`src/design/operation_table_canonical_check_macros.svh`:
```
// assertion helpers included by operation_table_canonical_check.sv
`ifndef OPERATION_TABLE_CANONICAL_CHECK_MACROS_SVH
`define OPERATION_TABLE_CANONICAL_CHECK_MACROS_SVH

// checked only while out of reset
`define OTCC_ASSERT_RUN(lbl, prop, msg) \
    lbl: assert property (@(posedge aclk) disable iff (!aresetn) prop) else $error(msg);

// checked on every edge, reset included
`define OTCC_ASSERT_ALWAYS(lbl, prop, msg) \
    lbl: assert property (@(posedge aclk) prop) else $error(msg);

`endif

```
`src/design/otcc_pkg.sv`:
```
`default_nettype none
package otcc_pkg;

    localparam int CODE_W = 15;
    localparam int ORDER_W = 2;
    localparam int NCELL3 = 9;
    localparam int NCELL2 = 4;
    localparam int NPERM3 = 5;
    localparam int TRITS_PER_STAGE = 3;

    typedef logic [CODE_W-1:0]  code_t;
    typedef logic [ORDER_W-1:0] order_t;
    typedef logic [1:0]         trit_t;
    typedef trit_t [NCELL3-1:0] trits_t;
    typedef trit_t [2:0]        perm_t;

    localparam order_t ORDER_TWO   = 2'd2;
    localparam order_t ORDER_RESET = 2'd3;

    localparam code_t LIMIT2 = 15'd16;
    localparam code_t LIMIT3 = 15'd19683;

    // weight of each base-3 digit position
    localparam code_t WEIGHT3 [NCELL3] = '{
        15'd1, 15'd3, 15'd9, 15'd27, 15'd81, 15'd243, 15'd729, 15'd2187, 15'd6561
    };

    // non-identity relabellings of three elements, packed as {p(2), p(1), p(0)}
    localparam perm_t PERM3 [NPERM3] = '{
        {2'd1, 2'd2, 2'd0},
        {2'd2, 2'd0, 2'd1},
        {2'd0, 2'd2, 2'd1},
        {2'd1, 2'd0, 2'd2},
        {2'd0, 2'd1, 2'd2}
    };

    typedef struct packed {
        code_t           rem;
        trits_t          trits;
        logic [NCELL2-1:0] bits;
        logic            n2;
        logic            oor;
    } stage_t;

    typedef struct packed {
        logic [NPERM3-1:0] perm3_less;
        logic              swap2_less;
    } cmp_flags_t;

    typedef struct packed {
        trit_t trit;
        code_t rem;
    } split_t;

    // peel one base-3 digit of weight w off the remainder
    function automatic split_t trit_split(input code_t rem, input code_t w);
        split_t sp;
        code_t  w2;
        w2 = code_t'({w, 1'b0});
        if (rem >= w2) begin
            sp.trit = 2'd2;
            sp.rem  = rem - w2;
        end else if (rem >= w) begin
            sp.trit = 2'd1;
            sp.rem  = rem - w;
        end else begin
            sp.trit = 2'd0;
            sp.rem  = rem;
        end
        return sp;
    endfunction

endpackage
`default_nettype wire

```
`src/design/otcc_img_cmp.sv`:
```
`default_nettype none
module otcc_img_cmp
    import otcc_pkg::*;
(
    input  wire trits_t            trits,
    input  wire logic [NCELL2-1:0] bits,
    output cmp_flags_t             flags
);

    // relabel the digit table under each permutation and compare digit-wise
    // from the most significant cell down
    always_comb begin
        trits_t            img;
        perm_t             p;
        logic              less;
        logic              decided;
        logic [NCELL2-1:0] img2;
        flags = '0;
        for (int k = 0; k < NPERM3; k++) begin
            p = PERM3[k];
            img = '0;
            for (int r = 0; r < 3; r++) begin
                for (int c = 0; c < 3; c++) begin
                    img[4'(3 * p[r] + p[c])] = p[trits[3 * r + c]];
                end
            end
            less = 1'b0;
            decided = 1'b0;
            for (int i = NCELL3 - 1; i >= 0; i--) begin
                if (!decided && img[i] != trits[i]) begin
                    less = img[i] < trits[i];
                    decided = 1'b1;
                end
            end
            flags.perm3_less[k] = less;
        end
        // two elements: swap moves cell i to cell 3-i and inverts its value
        for (int i = 0; i < NCELL2; i++) begin
            img2[NCELL2 - 1 - i] = ~bits[i];
        end
        flags.swap2_less = img2 < bits;
    end

endmodule
`default_nettype wire

```
`src/design/operation_table_canonical_check.sv`:
```
// pipeline: 5 register stages, st1_reg to st4_reg and the output register
// throughput: one table per cycle when m_tready does not stall the output; the three
//   digit-extraction stages, three base-3 digits each, set the pipeline depth
// reset: aresetn synchronous active low; clears all stage valid bits and loads
//   table_order with 3; cfg_ready is always high
`default_nettype none
module operation_table_canonical_check
    import otcc_pkg::*;
(
    input  wire logic         aclk,
    input  wire logic         aresetn,
    // config write channel, table_order in cfg_data
    input  wire logic         cfg_valid,
    output logic              cfg_ready,
    input  wire order_t       cfg_data,
    // input stream
    input  wire logic         s_tvalid,
    output logic              s_tready,
    input  wire logic [15:0]  s_tdata,   // [14:0] table_code, [15] zero
    // result stream
    output logic              m_tvalid,
    input  wire logic         m_tready,
    output logic [7:0]        m_tdata    // [0] is_canonical, [1] out_of_range, [7:2] zero
);

    // ---------------------------------------------------------------- config
    order_t table_order_reg;

    assign cfg_ready = 1'b1;

    always_ff @(posedge aclk) begin
        if (!aresetn) begin
            table_order_reg <= ORDER_RESET;
        end else if (cfg_valid && cfg_ready) begin
            table_order_reg <= cfg_data;
        end
    end

    // ---------------------------------------------------------------- flow control
    // each stage loads when its successor is empty or also moving, so bubbles
    // are squeezed out while a result waits
    logic   vld1_reg, vld2_reg, vld3_reg, vld4_reg, out_vld_reg;
    logic   ld1, ld2, ld3, ld4, ld_out;
    stage_t st1_reg, st2_reg, st3_reg, st4_reg;
    stage_t st1_next, st2_next, st3_next, st4_next;
    logic   canon_reg, oor_reg;
    logic   canon_next;
    cmp_flags_t flags;

    assign ld_out   = !out_vld_reg || m_tready;
    assign ld4      = !vld4_reg || ld_out;
    assign ld3      = !vld3_reg || ld4;
    assign ld2      = !vld2_reg || ld3;
    assign ld1      = !vld1_reg || ld2;
    assign s_tready = ld1;

    always_ff @(posedge aclk) begin
        if (!aresetn) begin
            vld1_reg    <= 1'b0;
            vld2_reg    <= 1'b0;
            vld3_reg    <= 1'b0;
            vld4_reg    <= 1'b0;
            out_vld_reg <= 1'b0;
        end else begin
            if (ld1)    vld1_reg    <= s_tvalid;
            if (ld2)    vld2_reg    <= vld1_reg;
            if (ld3)    vld3_reg    <= vld2_reg;
            if (ld4)    vld4_reg    <= vld3_reg;
            if (ld_out) out_vld_reg <= vld4_reg;
        end
    end

    // ---------------------------------------------------------------- stage 1
    // capture the code, pick the order and flag codes past the table range
    always_comb begin
        code_t code;
        logic  n2;
        code = s_tdata[CODE_W-1:0];
        n2 = (table_order_reg == ORDER_TWO);
        st1_next.rem   = code;
        st1_next.trits = '0;
        st1_next.bits  = code[NCELL2-1:0];
        st1_next.n2    = n2;
        st1_next.oor   = n2 ? (code >= LIMIT2) : (code >= LIMIT3);
    end

    // ---------------------------------------------------------------- stages 2-4
    // three base-3 digits per stage, most significant first
    always_comb begin
        split_t sp;
        st2_next = st1_reg;
        for (int m = 0; m < TRITS_PER_STAGE; m++) begin
            sp = trit_split(st2_next.rem, WEIGHT3[NCELL3 - 1 - m]);
            st2_next.trits[NCELL3 - 1 - m] = sp.trit;
            st2_next.rem = sp.rem;
        end
    end

    always_comb begin
        split_t sp;
        st3_next = st2_reg;
        for (int m = 0; m < TRITS_PER_STAGE; m++) begin
            sp = trit_split(st3_next.rem, WEIGHT3[NCELL3 - 1 - TRITS_PER_STAGE - m]);
            st3_next.trits[NCELL3 - 1 - TRITS_PER_STAGE - m] = sp.trit;
            st3_next.rem = sp.rem;
        end
    end

    always_comb begin
        split_t sp;
        st4_next = st3_reg;
        for (int m = 0; m < TRITS_PER_STAGE; m++) begin
            sp = trit_split(st4_next.rem, WEIGHT3[NCELL3 - 1 - 2 * TRITS_PER_STAGE - m]);
            st4_next.trits[NCELL3 - 1 - 2 * TRITS_PER_STAGE - m] = sp.trit;
            st4_next.rem = sp.rem;
        end
    end

    // payload registers, no reset needed
    always_ff @(posedge aclk) begin
        if (ld1) st1_reg <= st1_next;
        if (ld2) st2_reg <= st2_next;
        if (ld3) st3_reg <= st3_next;
        if (ld4) st4_reg <= st4_next;
    end

    // ---------------------------------------------------------------- stage 5
    // relabel and compare against every non-identity permutation at once
    otcc_img_cmp u_img_cmp (
        .trits (st4_reg.trits),
        .bits  (st4_reg.bits),
        .flags (flags)
    );

    // an out-of-range code is never canonical
    assign canon_next = !st4_reg.oor
                      && !(st4_reg.n2 ? flags.swap2_less : (|flags.perm3_less));

    always_ff @(posedge aclk) begin
        if (ld_out) begin
            canon_reg <= canon_next;
            oor_reg   <= st4_reg.oor;
        end
    end

    assign m_tvalid = out_vld_reg;
    assign m_tdata  = {6'd0, oor_reg, canon_reg};

    // ---------------------------------------------------------------- checks
`include "operation_table_canonical_check_macros.svh"

    `OTCC_ASSERT_ALWAYS(a_ord_rst, !aresetn |=> table_order_reg == ORDER_RESET, "order not reset")
    `OTCC_ASSERT_RUN(a_oor_canon, m_tvalid && m_tdata[1] |-> !m_tdata[0], "oor marked canonical")
    `OTCC_ASSERT_RUN(a_rdy_empty, !m_tvalid && !vld4_reg |-> s_tready, "input blocked")
    `OTCC_ASSERT_RUN(a_st4_hold, !ld4 |=> $stable({vld4_reg, st4_reg}), "stage 4 moved in stall")

endmodule
`default_nettype wire
```
`config.mk`:
```
export PLATFORM = sky130hd
export DESIGN_NAME = operation_table_canonical_check
export DESIGN_NICKNAME = d
export VERILOG_FILES = /design/src/design/otcc_pkg.sv /design/src/design/otcc_img_cmp.sv /design/src/design/operation_table_canonical_check.sv
export VERILOG_INCLUDE_DIRS = /design/src /design/src/design
export SDC_FILE = /design/constraint.sdc
export NUM_CORES = 1
export LEC_CHECK = 0
export BUFFER_PORTS_ARGS = -buffer_cell sky130_fd_sc_hd__buf_2
export CAP_MARGIN = 20
export CORE_UTILIZATION = 45
export DETAILED_ROUTE_END_ITERATION = 10
export PLACE_DENSITY = 0.6
export SYNTH_ARGS = -nofsm -noshare
export SYNTH_HDL_FRONTEND = slang
export SYNTH_SLANG_ARGS = --single-unit
```
`constraint.sdc`:
```
create_clock -name aclk -period 7.15 [get_ports aclk]
set_input_delay 0.715 -clock aclk [delete_from_list [all_inputs] [get_ports aclk]]
set_output_delay 0.715 -clock aclk [all_outputs]
set_load 0.05 [all_outputs]
```
Yosys cells after proc, flatten, opt, wreduce, memory -nomap -nowiden
Index checks and enable logic that the tools add are counted.
- magnitude comparators: 75
- reductions and logical operators: 94
- equal/unequal tests: 46
- add/sub/neg operators: 17
- muxes and demuxes: 194
- bitwise operators: 4
- operator list (kind ; number):
    $bmux W2 S2 ; 45
    $mux W16 ; 9
    $mux W15 ; 8
    $lt A2 B2 Y1 ; 45
    $mux W2 ; 45
    $ne A2 B2 Y1 ; 45
    $mux W1 ; 87
    $logic_not A1 Y1 ; 47
    $ge A15 B5 Y1 const B ; 3
    $logic_and A1 B1 Y1 ; 41
    $ge A15 B13 Y1 const B ; 2
    $ge A15 B2 Y1 const B ; 2
    $ge A15 B8 Y1 const B ; 2
    $sub A15 B13 Y15 const B ; 2
    $sub A15 B5 Y15 const B ; 2
    $sub A15 B8 Y15 const B ; 2
    $lt A2 B3 Y1 const B ; 9
    $ge A15 B1 Y1 const B ; 1
    $ge A15 B10 Y1 const B ; 1
    $ge A15 B11 Y1 const B ; 1
    $ge A15 B12 Y1 const B ; 1
    $ge A15 B14 Y1 const B ; 1
    $ge A15 B15 Y1 const B ; 1
    $ge A15 B3 Y1 const B ; 1
    20 further kinds ; 27
- input port bits: 23
- flip-flop bits (word level): 114
- output and inout port bits: 11
- word-level logic and storage cells: 471

Depth between registers and ports, before layout
Gate-level depths: netlist of run 1.
- depth after elaboration: 32
- depth in mapped cells: 27
- gate-level depth less buffers: 26

Hierarchy
Synthesis of run 1 repeated with hierarchy kept, for this count alone.
- cell total of the unflattened synthesis: 1310
- area, all modules: 11403.4 um^2
- modules (own cells, without submodules) (module ; sequential area each (um^2) ; area each (um^2) ; times used ; cells each):
    operation_table_canonical_check ; 3233.1 ; 9044.9 ; 1 ; 986
    otcc_img_cmp ; 0.0 ; 2358.5 ; 1 ; 324

Worst setup path after synthesis of run 1
OpenSTA, ideal clock, no wires.
- path type: register -> register
- from: reg st2_reg[25] (netlist name)
- to: reg st3_reg[36] (netlist name), data pin
- data arrival time: 5763 ps
- clock period less this slack: 6028 ps
- stages on the path, launching flop included: 25
- required time: 6885 ps
- setup time: 265 ps
- path slack: 1122 ps
- path buffers: 2
- cell sequence: edfxtp_1 ha_1 nor3_1 a21o_1 and2_1 buf_4 a211oi_1 a21o_1 inv_1 ha_1 nand4_1 mux2i_1 a2bb2oi_1 o21ai_1 a2111oi_4 nor3_2 a221oi_2 ha_1 nor2b_1 a41oi_1 and4b_1 clkbuf_1 o32ai_2 nand3_1 xor2_1
- RTL lines (item ; line ; text):
    start: declaration ; operation_table_canonical_check.sv:44 ; stage_t st1_reg, st2_reg, st3_reg, st4_reg;
    start signal: assignment ; operation_table_canonical_check.sv:122 ; if (ld2) st2_reg <= st2_next;
    end signal: assignment ; operation_table_canonical_check.sv:123 ; if (ld3) st3_reg <= st3_next;
    end: declaration ; operation_table_canonical_check.sv:44 ;

==> results of run 1 <==
==> worst max path at each step <==
stage | to | slack (ns) | cells past startpoint | start
after floorplan | st3_reg[36] | 1.12 | 24 | st2_reg[25]
after global placement | st2_reg[37] | 0.62 | 19 | st1_reg[25]
after detailed placement | st3_reg[27] | 0.62 | 27 | st2_reg[25]
after CTS | st2_reg[37] | 0.59 | 19 | st1_reg[25]
after global routing | st3_reg[36] | 0.05 | 22 | st2_reg[26]
final | st2_reg[37] | 0.54 | 19 | st1_reg[25]
==> per-stage QoR <==
step           setup WS, ns  area (um^2)  total power, uW  hold slack [ns]  std cells
4_1_cts               0.594        12000             4370            0.416       1638
6_report              0.541        12100             4370            0.420       1639
2_1_floorplan          1.12        11300             3250            0.400       1300
3_5_place_dp          0.620        11700             3860            0.405       1622
3_3_place_gp          0.617        11700             3840            0.400       1622
5_1_grt              0.0456        12100             4760            0.420       1639
==> layout by cell type, fill, tap and decap left out, types with 8 or more instances in the layout <==
cell type and count:
sky130_fd_sc_hd__nand3b_1 8, sky130_fd_sc_hd__xnor2_1 55, sky130_fd_sc_hd__ha_1 114, sky130_fd_sc_hd__o31ai_1 14, sky130_fd_sc_hd__o31a_1 8, sky130_fd_sc_hd__a211oi_1 29
sky130_fd_sc_hd__o22ai_1 13, sky130_fd_sc_hd__nor2_1 77, sky130_fd_sc_hd__a31oi_1 11, sky130_fd_sc_hd__edfxtp_1 103, sky130_fd_sc_hd__buf_4 21, sky130_fd_sc_hd__and3_1 14
sky130_fd_sc_hd__and2_1 15, sky130_fd_sc_hd__nand4_1 18, sky130_fd_sc_hd__nand2b_1 58, sky130_fd_sc_hd__nand3_1 36, sky130_fd_sc_hd__a21o_1 16, sky130_fd_sc_hd__buf_2 25
sky130_fd_sc_hd__clkbuf_16 9, sky130_fd_sc_hd__inv_1 87, sky130_fd_sc_hd__nor4_1 15, sky130_fd_sc_hd__nor2b_1 12, sky130_fd_sc_hd__or2_2 17, sky130_fd_sc_hd__a21oi_1 91
sky130_fd_sc_hd__nand2_1 107, sky130_fd_sc_hd__or3_1 11, sky130_fd_sc_hd__o21a_1 9, sky130_fd_sc_hd__o211ai_1 19, sky130_fd_sc_hd__xor2_1 10, sky130_fd_sc_hd__mux2i_1 17
sky130_fd_sc_hd__nor3_1 36, sky130_fd_sc_hd__o21ai_0 51
==> report_power, final <==
group          total (uW)  leakage, uW  switching, uW  internal [uW]
sequential           1110      0.00115            180            926
clock                 486     0.000149            238            248
combinational        2780      0.00364           1650           1130
==> critical path, cell delays in order (launching register included) <==
cell                       delay (ns)
sky130_fd_sc_hd__edfxtp_1        0.49
sky130_fd_sc_hd__inv_1           0.24
sky130_fd_sc_hd__ha_1            0.26
sky130_fd_sc_hd__nor4b_1         0.25
sky130_fd_sc_hd__o21ai_1         0.23
sky130_fd_sc_hd__a211oi_4        0.43
sky130_fd_sc_hd__buf_4           0.25
sky130_fd_sc_hd__mux2i_1         0.31
sky130_fd_sc_hd__xnor2_1         0.18
sky130_fd_sc_hd__nor3_1          0.46
sky130_fd_sc_hd__a311o_1         0.30
sky130_fd_sc_hd__and3_1          0.66
sky130_fd_sc_hd__inv_2           0.23
sky130_fd_sc_hd__a32oi_1         0.26
sky130_fd_sc_hd__o211ai_1        0.16
sky130_fd_sc_hd__or4_1           0.55
sky130_fd_sc_hd__nor2b_2         0.25
sky130_fd_sc_hd__and3_1          0.41
sky130_fd_sc_hd__nand4b_1        0.23
sky130_fd_sc_hd__o211ai_1        0.16
==> per-layer routing <==
layer / global-route usage [%] / vias up
li1: - / 4905
met2: 35.9 / 253
met3: 2.30 / 45
met4: 6.28 / 0
met1: 28.1 / 4560
met5: 0 / -
==> logic make-up after synthesis <==
logic type / Yosys count / share of synthesized area (%)
DFF: 110 / 28.7
AOI/OAI and AO/OA: 378 / 24.1
adders and majority gates: 114 / 12.6
other: 2 / 0.0666
buffers and inverters: 140 / 5.27
and+or+nand+nor: 464 / 22.2
xor gates and xnor gates: 66 / 5.19
muxes: 21 / 1.91
==> area by class of cell <==
| class | count | area, um^2 |
|---|---|---|
| fillers | 2333 | 12400 |
| inverters | 92 | 345 |
| well taps | 324 | 405 |
| flip-flops and latches | 110 | 3230 |
| clock inverters | 7 | 77.6 |
| clock buffers | 9 | 225 |
| repair buffers | 47 | 310 |
| multi-input cells | 1050 | 7470 |
==> results.txt, run 1 <==
----------------------------------------------------
[Placement]
  Quantity of I/O buffers inserted on ports ... 25
  Routability Congestion ... 0.922
  Post-detailed-placement half-perimeter wirelength ... 21400 um

[CTS]
  Count of hold buffers inserted by post-cts repair ... 0
  Clock transition time at the flip-flop clock pins of the worst setup and hold paths ... 0.08 ns
  Post-cts resize count ... 0
  Worst-Skew Late Latency ... 0.35 ns
  Buffers from clock root to sink, at most ... 2
  Post CTS Setup Buffer Count ... 0
  CTS tree ... built
  Total number of H-tree levels ... 3
  Clock root cell ... sky130_fd_sc_hd__clkbuf_16
  # clock sinks ... 110
  Number of CTS-inserted buffers ... 9

[GRT]
  Global-route total usage across every layer ... 21.1%
  Global-route congestion overflow total ... 0
  Maximum number of pins on one net before global-route repair ... 34
  First-pass GRT wire length ... 44700 um
  Number of global-route vias before repair ... 9044
  Antenna violations before repair ... 0

[Logic synthesis]
  Proportion of synthesized chip area in sequential cells ... 28.7%
  Synth async-reset ratio ... 0%
  Area share of the largest cell type after synthesis ... 27.4%
  Post-Synthesis Cells ... 1295
  Ranking of synthesized cells by instance count ... sky130_fd_sc_hd__ha_1 (114), sky130_fd_sc_hd__nand2_1 (107), sky130_fd_sc_hd__edfxtp_1 (103)
  Primary flip-flop cell chosen by synthesis mapping ... sky130_fd_sc_hd__edfxtp_1
  Count of flip-flops with a built-in enable after synthesis ... 103
  Synth warn ... 0
  Cells taking the most area after synthesis ... sky130_fd_sc_hd__edfxtp_1 (27%), sky130_fd_sc_hd__ha_1 (13%), sky130_fd_sc_hd__xnor2_1 (4.3%)
  Number of synthesized register bits ... 110
  Count leader, synth ... sky130_fd_sc_hd__ha_1
  Synthesized area per cell ... 8.71 um^2
  Area of the mapped netlist ... 11300 um^2
  Dominant cell type by area after synthesis ... sky130_fd_sc_hd__edfxtp_1
  Number of distinct library cell variants in the gate-level netlist after synthesis ... 104

[STA]
  Number of failing setup endpoints in the final timing report ... 0
  Fmax ... 151 MHz
  Post-route clock skew ... 0.00897 ns
  Setup repair after global routing missed its margin ... no
  Relative slew slack ... 34.4%
  Share of the clock period used by the worst path after layout ... 92.4%
  Final hold violation count ... 0
  Worst Tran Pin Value ... 0.982 ns
  Setup_tns ... 0 ns
  Final worst path period need ... 6.61 ns
  Max Slew Vio Count ... 0

[Final layout]
  Diode insertion count for antenna repair ... 0
  Final #Nets ... 1447
  Area growth, synth to finish ... 6.99%
  Fraction of the core area covered by cells at the end of the flow ... 49.3%
  Share of post-route cells with drive strength above 1 ... 9.66%
  Flip-flop count of the largest register after layout ... 33

[Route]
  Total vias in the final route ... 9763
  Drt initial violations ... 696
  Routed vias/inst ... 5.96
  Number of remaining DRC errors ... 0
  Routed met2 length ... 12700 um
  Wire length the detailed router placed on met1 ... 12600 um
  Number of optimization iterations in the first detailed-route pass ... 5
  Sum of met3 wire segment lengths after detailed routing ... 1050 um
  Top layer in use ... met4
  Total routed wirelength ... 26900 um
  Post-DR wirelength/cell ... 16.4 um
  Number of routed nets with antenna violations ... 0

[Worst setup path]
  Worst Setup Path Type ... flip-flop to flip-flop
  CP Data Required Time ... 7.21 ns
  Crit Reg-Reg Endpoint ... st2_reg[37]
  Sort of element at the start of the critical path ... flip-flop
  Reg-to-reg critical path startpoint ... st1_reg[25]
  Critical path arrival ... 6.67 ns
  Critical path fanouts, max ... 18
  R2R cell count ... 19
  Register-to-register setup slack ... 0.54 ns
  Capturing element type of the critical path ... flip-flop

[Pwr]
  Areal power density over the cells ... 363 nW/um^2
  Leakage dissipation ... 0.00494 uW
  Maximum vdd ir drop ... 175 uV

[Floorplanning]
  Die extent in y ... 160 um
  # rows ... 57
  Std-Cell Core Area ... 24500 um^2
  Full die area ... 25700 um^2
  X dimension of the die ... 160 um
  Starting utilization of the core area ... 46.1%
  Top-level port count ... 34

[Min path]
  Source of the worst hold timing path ... st2_reg[5]
  Worst hold endpoint ... st3_reg[5]
  Worst hold path cell count ... 0
  Kind of path behind the tightest hold check ... flip-flop to flip-flop

[Run]
  Reported max-cap violation count ... 0

[Status]
  Run status ... finished clean

----------------------------------------------------
Note: power is estimated with default switching activity, not from simulation.
==> inputs of run 2 (changes only) <==
clock period = 6.4 ns   (was 7.15 ns; I/O delays follow)
==> run 2 against run 1 <==
Against the previous run: clock skew rose by 0.0041 ns; utilization rose by 1.2 points; cell count rose by 1.5%; final area rose by 2.3%; hold slack got worse by 0.0065 ns; via count rose by 1.8%; setup slack got worse by 0.23 ns; clock-buffer cell count rose by 1; largest cell class unchanged.
==> results.txt, run 2 (synthesis results as in run 1) <==
----------------------------------------------------
[STA]
  Slack of the critical path ... 0.308 ns
  Setup_tns ... 0 ns
  Max Slew Vio Count ... 0
  Share of the clock period used by the worst path after layout ... 95.2%
  Relative slew slack ... 35.1%
  Setup repair after global routing missed its margin ... no
  Hold Slack ... 0.413 ns
  Final hold violation count ... 0
  Post-route clock skew ... 0.0131 ns
  Worst Tran Pin Value ... 0.972 ns
  Fmax ... 164 MHz
  Number of failing setup endpoints in the final timing report ... 0
  Final worst path period need ... 6.09 ns

[Final layout]
  Number of standard cells in the final layout excluding fillers ... 1664
  Register area ... 3230 um^2
  Number of fill cells in the layout ... 2306
  Total area of multi-input combinational cells ... 7580 um^2
  Commonest cells after routing, fill and taps aside ... sky130_fd_sc_hd__ha_1 (114), sky130_fd_sc_hd__nand2_1 (107), sky130_fd_sc_hd__edfxtp_1 (103)
  Final #Nets ... 1472
  Share of post-route cells with drive strength above 1 ... 12.3%
  Commonest non-fill, non-tap cell in the layout ... sky130_fd_sc_hd__ha_1
  Diode insertion count for antenna repair ... 0
  Area growth, synth to finish ... 9.50%
  Flip-flop count of the largest register after layout ... 33

[CTS]
  Total number of H-tree levels ... 3
  Worst-Skew Late Latency ... 0.35 ns
  # clock sinks ... 110
  Clock root cell ... sky130_fd_sc_hd__clkbuf_16
  Number of CTS-inserted buffers ... 9
  Buffers from clock root to sink, at most ... 2
  Clock transition time at the flip-flop clock pins of the worst setup and hold paths ... 0.08 ns
  CTS tree ... built

[Pwr]
  Leakage dissipation ... 0.00508 uW
  Maximum vdd ir drop ... 205 uV
  Areal power density over the cells ... 405 nW/um^2
  Overall power after layout ... 5000 uW

[Route]
  Total vias in the final route ... 9941
  Total routed wirelength ... 27700 um
  Routed vias/inst ... 5.97
  Number of remaining DRC errors ... 0
  Drt initial violations ... 597
  Number of optimization iterations in the first detailed-route pass ... 5
  Number of routed nets with antenna violations ... 0
  Post-DR wirelength/cell ... 16.7 um

[Worst setup path]
  Sort of element at the start of the critical path ... flip-flop
  Register-to-register setup slack ... 0.31 ns
  Critical path fanouts, max ... 16
  R2R cell count ... 17
  CP Data Required Time ... 6.50 ns
  Crit Reg-Reg Endpoint ... st2_reg[32]
  Capturing element type of the critical path ... flip-flop
  Worst Setup Path Type ... flip-flop to flip-flop
  Critical path arrival ... 6.19 ns
  Reg-to-reg critical path startpoint ... st1_reg[25]

[Floorplanning]
  Top-level port count ... 34
  Std-Cell Core Area ... 24500 um^2
  Full die area ... 25700 um^2
  # rows ... 57
  Die extent in y ... 160 um
  X dimension of the die ... 160 um
  Starting utilization of the core area ... 46.1%

[Run]
  Reported max-cap violation count ... 0

[Min path]
  Source of the worst hold timing path ... st2_reg[4]
  Kind of path behind the tightest hold check ... flip-flop to flip-flop
  Worst hold path cell count ... 0
  Worst hold endpoint ... st3_reg[4]

[Placement]
  Quantity of I/O buffers inserted on ports ... 25
  Number of cells in the design after placement ... 1645
  Post-Place Worst Slack ... 0.214 ns
  Post-detailed-placement half-perimeter wirelength ... 21900 um
  Routability Congestion ... 0.926

[Status]
  Run status ... finished clean

[GRT]
  Maximum number of pins on one net before global-route repair ... 34
  First-pass GRT wire length ... 45500 um
  Global-route congestion overflow total ... 0
  Antenna violations before repair ... 0
  Number of global-route vias before repair ... 9177
  Global-route total usage across every layer ... 21.5%

----------------------------------------------------
run 2: how the worst max path moves through the flow:
stage	startpoint	end	slack, ns
after global routing	st2_reg[25]	st3_reg[36]	0.01
after global placement	st1_reg[25]	st2_reg[37]	0.18
final	st1_reg[25]	st2_reg[32]	0.31
after floorplan	st2_reg[25]	st3_reg[36]	0.37
after detailed placement	st1_reg[25]	st2_reg[32]	0.21
after CTS	st1_reg[25]	st2_reg[32]	0.16
run 2: final cells by class:
type                            count  share of cell area (%)
Sequential cell                   110                    26.2
Tap cell                          324                    3.28
Clock buffer                       10                    1.85
Timing Repair Buffer               71                    3.97
Inverter                           92                    2.80
Clock inverter                      6                   0.517
Multi-Input combinational cell   1051                    61.4
run 2: routing by layer:
layer | vias up | wire length [um] | global-route usage (%)
met1 | 4713 | 12800 | 28.3
li1 | 4952 | - | -
met5 | - | 0 | 0
met3 | 37 | 1090 | 2.45
met4 | 0 | 546 | 6.49
met2 | 239 | 13300 | 36.8
run 2: power breakdown:
group,total [uW],switching [uW],internal (uW)
logic,3240,1900,1330
clock network,540,265,275
registers,1220,189,1030
total,5000,2360,2640
run 2: worst max-delay path: stages, from the launching register on:
cell and delay [ns]:
sky130_fd_sc_hd__edfxtp_1 0.49, sky130_fd_sc_hd__inv_1 0.24, sky130_fd_sc_hd__ha_1 0.27, sky130_fd_sc_hd__nor4b_1 0.25, sky130_fd_sc_hd__o21ai_1 0.27, sky130_fd_sc_hd__a211oi_4 0.45, sky130_fd_sc_hd__buf_4 0.26, sky130_fd_sc_hd__mux2i_1 0.22
sky130_fd_sc_hd__xor2_1 0.48, sky130_fd_sc_hd__o221a_2 0.29, sky130_fd_sc_hd__o2111ai_1 0.19, sky130_fd_sc_hd__a221oi_1 0.44, sky130_fd_sc_hd__a21oi_1 0.12, sky130_fd_sc_hd__mux2_2 0.32, sky130_fd_sc_hd__or4_1 0.67, sky130_fd_sc_hd__a211o_4 0.42
sky130_fd_sc_hd__o31a_1 0.33, sky130_fd_sc_hd__xnor2_1 0.13
run 2: what timing repair did:
item	4_1_cts	5_1_grt
setup buffers	0	1
resized for setup	0	19
setup endpoints to repair	0	28
hold buffers	0	0
hold endpoints to repair	0	0
run 2: through the flow:
stage,utilization (%),cell area (um^2)
after global placement,48.7,11900
after CTS,49.9,12200
final,50.5,12300
after floorplan,-,11300
after global routing,50.5,12300
after detailed placement,48.7,11900
